`src/hdl/chm_pkg.sv`:
```
// Package for the chained hash map: transaction payload types, operation codes,
// default sizes and the command/status structs between controller and datapath.
// No dependencies.
`timescale 1ns / 1ps
`default_nettype none
package chm_pkg;

  localparam int BUCKETS_DEF  = 509;
  localparam int CAPACITY_DEF = 1024;

  localparam logic [1:0] MODE_PUT    = 2'd0;
  localparam logic [1:0] MODE_GET    = 2'd1;
  localparam logic [1:0] MODE_REMOVE = 2'd2;
  localparam logic [1:0] MODE_NONE   = 2'd3;

  typedef struct packed {
    logic [1:0]  mode;
    logic [31:0] key;
    logic [31:0] value;
  } in_t;

  typedef struct packed {
    logic        found;
    logic [31:0] old_value;
    logic [10:0] entry_total;
    logic        pool_full;
  } out_t;

  typedef struct packed {
    logic clr_wr;
    logic load;
    logic hash_cap;
    logic cur_from_head;
    logic hit;
    logic advance;
    logic wr_val_cur;
    logic rd_free;
    logic alloc_fresh;
    logic alloc_free;
    logic set_full;
    logic rm_link;
    logic unlink;
    logic out_load;
  } cmd_t;

  typedef struct packed {
    logic       cur_nil;
    logic       key_match;
    logic       free_nil;
    logic       fresh_avail;
    logic       clr_last;
    logic [1:0] mode;
  } stat_t;

endpackage
`default_nettype wire

```
`src/hdl/chm_ctrl.sv`:
```
// Controller state machine of the chained hash map: head clearing, hashing,
// chain walk, update sequence and the result handshake. Depends on chm_pkg.
`timescale 1ns / 1ps
`default_nettype none
module chm_ctrl (
  input  wire logic           clk,
  input  wire logic           rst_n,
  input  wire logic           in_valid,
  output logic                in_stall,
  output logic                out_valid,
  input  wire logic           out_stall,
  input  wire chm_pkg::stat_t stat,
  output chm_pkg::cmd_t       cmd
);
  import chm_pkg::*;

  localparam logic [3:0] ST_CLR    = 4'd0;
  localparam logic [3:0] ST_IDLE   = 4'd1;
  localparam logic [3:0] ST_H1     = 4'd2;
  localparam logic [3:0] ST_H2     = 4'd3;
  localparam logic [3:0] ST_H3     = 4'd4;
  localparam logic [3:0] ST_HEAD   = 4'd5;
  localparam logic [3:0] ST_HWAIT  = 4'd6;
  localparam logic [3:0] ST_READ   = 4'd7;
  localparam logic [3:0] ST_CMP    = 4'd8;
  localparam logic [3:0] ST_ACT    = 4'd9;
  localparam logic [3:0] ST_FWAIT  = 4'd10;
  localparam logic [3:0] ST_UNLINK = 4'd11;
  localparam logic [3:0] ST_DONE   = 4'd12;

  logic [3:0] state_r, state_nxt;
  logic       out_valid_r, out_valid_nxt;

  always_comb begin
    state_nxt = state_r;
    cmd       = '0;
    case (state_r)
      ST_CLR: begin
        cmd.clr_wr = 1'b1;
        if (stat.clr_last) begin
          state_nxt = ST_IDLE;
        end
      end
      ST_IDLE: begin
        if (in_valid) begin
          cmd.load  = 1'b1;
          state_nxt = ST_H1;
        end
      end
      ST_H1: state_nxt = ST_H2;
      ST_H2: state_nxt = ST_H3;
      ST_H3: begin
        cmd.hash_cap = 1'b1;
        state_nxt    = ST_HEAD;
      end
      ST_HEAD: state_nxt = ST_HWAIT;
      ST_HWAIT: begin
        cmd.cur_from_head = 1'b1;
        state_nxt         = ST_READ;
      end
      ST_READ: begin
        state_nxt = stat.cur_nil ? ST_ACT : ST_CMP;
      end
      ST_CMP: begin
        if (stat.key_match) begin
          cmd.hit   = 1'b1;
          state_nxt = ST_ACT;
        end else begin
          cmd.advance = 1'b1;
          state_nxt   = ST_READ;
        end
      end
      ST_ACT: begin
        state_nxt = ST_DONE;
        case (stat.mode)
          MODE_PUT: begin
            if (!stat.cur_nil) begin
              cmd.wr_val_cur = 1'b1;
            end else if (!stat.free_nil) begin
              cmd.rd_free = 1'b1;
              state_nxt   = ST_FWAIT;
            end else if (stat.fresh_avail) begin
              cmd.alloc_fresh = 1'b1;
            end else begin
              cmd.set_full = 1'b1;
            end
          end
          MODE_REMOVE: begin
            if (!stat.cur_nil) begin
              cmd.rm_link = 1'b1;
              state_nxt   = ST_UNLINK;
            end
          end
          default: state_nxt = ST_DONE;
        endcase
      end
      ST_FWAIT: begin
        cmd.alloc_free = 1'b1;
        state_nxt      = ST_DONE;
      end
      ST_UNLINK: begin
        cmd.unlink = 1'b1;
        state_nxt  = ST_DONE;
      end
      ST_DONE: begin
        if (!out_valid_r || !out_stall) begin
          cmd.out_load = 1'b1;
          state_nxt    = ST_IDLE;
        end
      end
      default: state_nxt = ST_IDLE;
    endcase
  end

  always_comb begin
    out_valid_nxt = out_valid_r;
    if (out_valid_r && !out_stall) begin
      out_valid_nxt = 1'b0;
    end
    if (cmd.out_load) begin
      out_valid_nxt = 1'b1;
    end
  end

  always_ff @(posedge clk) begin
    if (!rst_n) begin
      state_r     <= ST_CLR;
      out_valid_r <= 1'b0;
    end else begin
      state_r     <= state_nxt;
      out_valid_r <= out_valid_nxt;
    end
  end

  assign in_stall  = (state_r != ST_IDLE);
  assign out_valid = out_valid_r;

endmodule
`default_nettype wire

```
`config.mk`:
```
export PLATFORM = sky130hd
export DESIGN_NAME = chm_ctrl
export DESIGN_NICKNAME = d
export VERILOG_FILES = /design/src/hdl/chm_pkg.sv /design/src/hdl/chm_ctrl.sv
export SDC_FILE = /design/constraint.sdc
export NUM_CORES = 1
export LEC_CHECK = 0
export BUFFER_PORTS_ARGS = -buffer_cell sky130_fd_sc_hd__buf_2
export CAP_MARGIN = 40
export CORE_AREA = 3 3 40 42
export CTS_CLUSTER_SIZE = 40
export DETAILED_ROUTE_END_ITERATION = 8
export DIE_AREA = 0 0 43 45
export PLACE_DENSITY = 0.72
export SETUP_SLACK_MARGIN = 0.02
export SLEW_MARGIN = 20
export SYNTH_ARGS = -nofsm -noshare
export SYNTH_HDL_FRONTEND = slang
export SYNTH_SLANG_ARGS = --single-unit
```
`constraint.sdc`:
```
create_clock -name clk -period 2.2 [get_ports clk]
set_clock_uncertainty 0.15 [all_clocks]
set_input_delay 0 -clock clk [delete_from_list [all_inputs] [get_ports clk]]
set_output_delay 0 -clock clk [all_outputs]
set_load 0.03 [all_outputs]
```
==> metrics.md <==
| Metric | Value |
|---|---|
| Pwr/cell area | 441 nW/µm² |
| Fin. max-slew vios | 0 |
| Flop-to-flop setup slack | 0.51 ns |
| Syn_nets | 84 |
| Final hold slack | 0.0637 ns |
| Fin. Hold Viols | 0 |
| Global route total overflow | 0 |
| Via count of the first global-routing pass | 529 |
| Post-synthesis sequential area ratio | 19.0% |
| Worst reg-to-reg path cell count | 4 |
| Unrepaired setup endpoints after global routing | false |
| R2R Path End | state_r[1] |
| Post-synthesis mux area share | 2.14% |
| Antenna-violating nets left | 0 |
| Clock slew at the register clock pins of the worst setup and hold paths | 0.05 ns |
| Worst setup endpoint | cmd[3] |
| Ys async rst share | 0% |
| Top_reg_cell synth | dfxtp_1 |
| Final nets | 111 |
| Via count | 627 |
| TritonCTS Buffers | 3 |
| CTS Buffer Depth | 2 |
| # DRC | 0 |
| Mapped Cells | 73 |
| Flops & latches, synth | 5 |
| Postcts setup bufs | 0 |
| Period utilisation layout | 87.0% |
| Xor/xnor share of the synthesized area | 0% |
| Synth top area cells | dfxtp_1, nor3_1, nor3b_1 |
| Simple-gate share of the synthesized area | 45.7% |
| Largest family of logic cells by synthesized area | simple AND/OR/NAND/NOR gates |
| Root buffer cell | clkbuf_4 |
| Routed wire per std cell | 12.0 µm |
| CTS Sinks | 5 |
| TritonCTS clock tree | built |
| Synth Area in Compound Gates | 24.5% |
| Worst reg2reg path startpoint | state_r[0] |
| Layout area overhead | 31.4% |
| Critical-path cell list | or2_4 > nor4_1 > nand3_1 > nor2_1 > buf_2 |
| # setup viols final | 0 |
| Leak Pwr | 0.313 nW |
| RD Place Congestion | 0.857 |
| Max-Cap Viols | 0 |
| Starting density of the core | 40.9% |
| TNS Setup | 0 ns |
| Synth unique cells | 34 |
| Commonest cells post-synth | nor2_1, nor3_1, dfxtp_1, nand2_1 |
| Global-route usage over all layers | 15.1% |
| Worst Path Required | 2.05 ns |
| Worst relative slew slack | 69.8% |
| Htree depth | 1 |
| Critical path's top delay family | simple AND/OR/NAND/NOR gates |
| Row count | 13 |
| Clk_lat worst skew | 0.25 ns |
| Initial antenna violation count | 0 |
| Hpwl dp | 1.06 mm |
| Cell count along the critical path | 5 |
| Die Span Y | 45 µm |
| Synthesized area | 526 µm² |
| DR pass1 iterations | 4 |
| Core area | 1280 µm² |
| Fill count | 127 |
| Post-Synth Adder-Cell Area | 0% |
| Die width | 43 µm |
| WL final | 1.37 mm |
| Worst path slowest cell | dfxtp_1 |
| DP Cell Count | 108 |
| ANT cells | 0 |
| Startpoint Class | flop |
| Iter 0 DRT Violations | 5 |
| Hold WC Path Type | in -> reg |
| I/O pin count | 27 |
| Die ar. | 1940 µm² |
| Peak supply drop | 0.000255 V |
| First-pass GRT wire length | 2.25 mm |
| Syn_area_per_cell | 7.20 µm² |
| FMAX | 523 MHz |
| Pin count of the biggest net entering global routing | 16 |
| Crit path kind | reg -> out |
| Count of input and output buffers | 26 |
| Finished Layout Cells | 114 |
| CP startpoint | state_r[2] |
| EDFF count, synth | 0 |
| Post-synth top area cell | dfxtp_1 |
| Crit path DAT | 1.76 ns |
| Run status | complete, no violations |
| Share of cells above drive strength 1 | 36.4% |
| Area share of the largest cell type after synthesis | 19.0% |
| Largest stage delay, worst path | 0.44 ns |
| Ys Warns | 0 |
| Min Tclk post-route | 1.91 ns |
| Hold path start | in_valid |
| Slew @ Worst Pin | 0.452 ns |
| Buf/Inv on CP | 1 |
| Crit. End Element | output pin |
| Vias per inst | 5.50 |
| CP Max Fanout | 14 |
through the flow:
stage,worst slack (ns),power (W),util (%),instance area [µm²]
6_report,0.286,0.000304,53.7,691
5_1_grt,0.0751,0.000325,53.7,691
4_1_cts,0.270,0.000309,53.7,691
3_5_place_dp,0.520,0.000193,50.1,644
3_3_place_gp,0.557,0.000191,50.1,644
2_1_floorplan,0.332,0.000165,-,526
registers in the layout, summed over array words and instances, names as in the netlist:
register	cells
state_r	4
out_valid	1
worst reg2reg max path: cells and delay by family (launching register included):
kind	cells	cell delay (ns)
AND/OR/NAND/NOR	2	0.61
flip-flops	1	0.52
AO/OA/AOI/OAI	2	0.28
worst min-delay path by stage:
stage | slack [ns] | to | cells after the start
after detailed placement | 0.13 | out_valid | 2
after global placement | 0.13 | out_valid | 2
after global routing | 0.06 | state_r[1] | 4
after CTS | 0.06 | state_r[1] | 4
after floorplan | -0.04 | cmd[3] | 1
final | 0.06 | state_r[1] | 4
cell usage in the layout, fill, tap and decap left out, drive strengths merged, types with 2 or more instances in the layout:
master,instances
nand2b,3
o21ai,4
nor2,8
nand2,5
inv,4
buf,26
dlygate4sd3,2
clkbuf,4
a21oi,2
nor3b,4
nor3,8
dfxtp,5
and3,2
nor2b,4
o32ai,2
layout make-up:
class | count | area, µm² | share of cell area (%)
Inverter | 4 | 15.0 | 2.17
Multi-Input combinational cell | 58 | 380 | 55.1
Clock buffer | 4 | 26.3 | 3.80
Timing Repair Buffer | 28 | 150 | 21.7
Tap cell | 15 | 18.8 | 2.72
Sequential cell | 5 | 100 | 14.5
power by group:
part / internal (W) / leakage (nW) / switching (W)
logic: 0.0000379 / 0.257 / 0.0000500
clock network: 0.0000688 / 0.0150 / 0.0000416
registers: 0.0000948 / 0.0407 / 0.0000113
total: 0.000201 / 0.313 / 0.000103
kinds of logic (layout without fill, tap and decap cells):
family          after synthesis  count (layout)
mux                           1               1
flops                         5               5
buf+inv                      10              36
simple gates                 41              41
compound gates               16              16
metal layers:
| metal | wire length [µm] | up-vias | GRT usage [%] |
|---|---|---|---|
| li1 | - | 318 | - |
| met1 | 587 | 281 | 20.4 |
| met2 | 628 | 26 | 22.8 |
| met3 | 130 | 2 | 2.39 |
| met4 | 24 | 0 | 9.04 |
| met5 | 0 | - | 0 |
timing repair:
item	in CTS	in global routing
hold endpoints to repair	4	0
gates resized for setup	0	0
hold buffers	2	0
No activity file was read; power rests on OpenSTA's default activity.
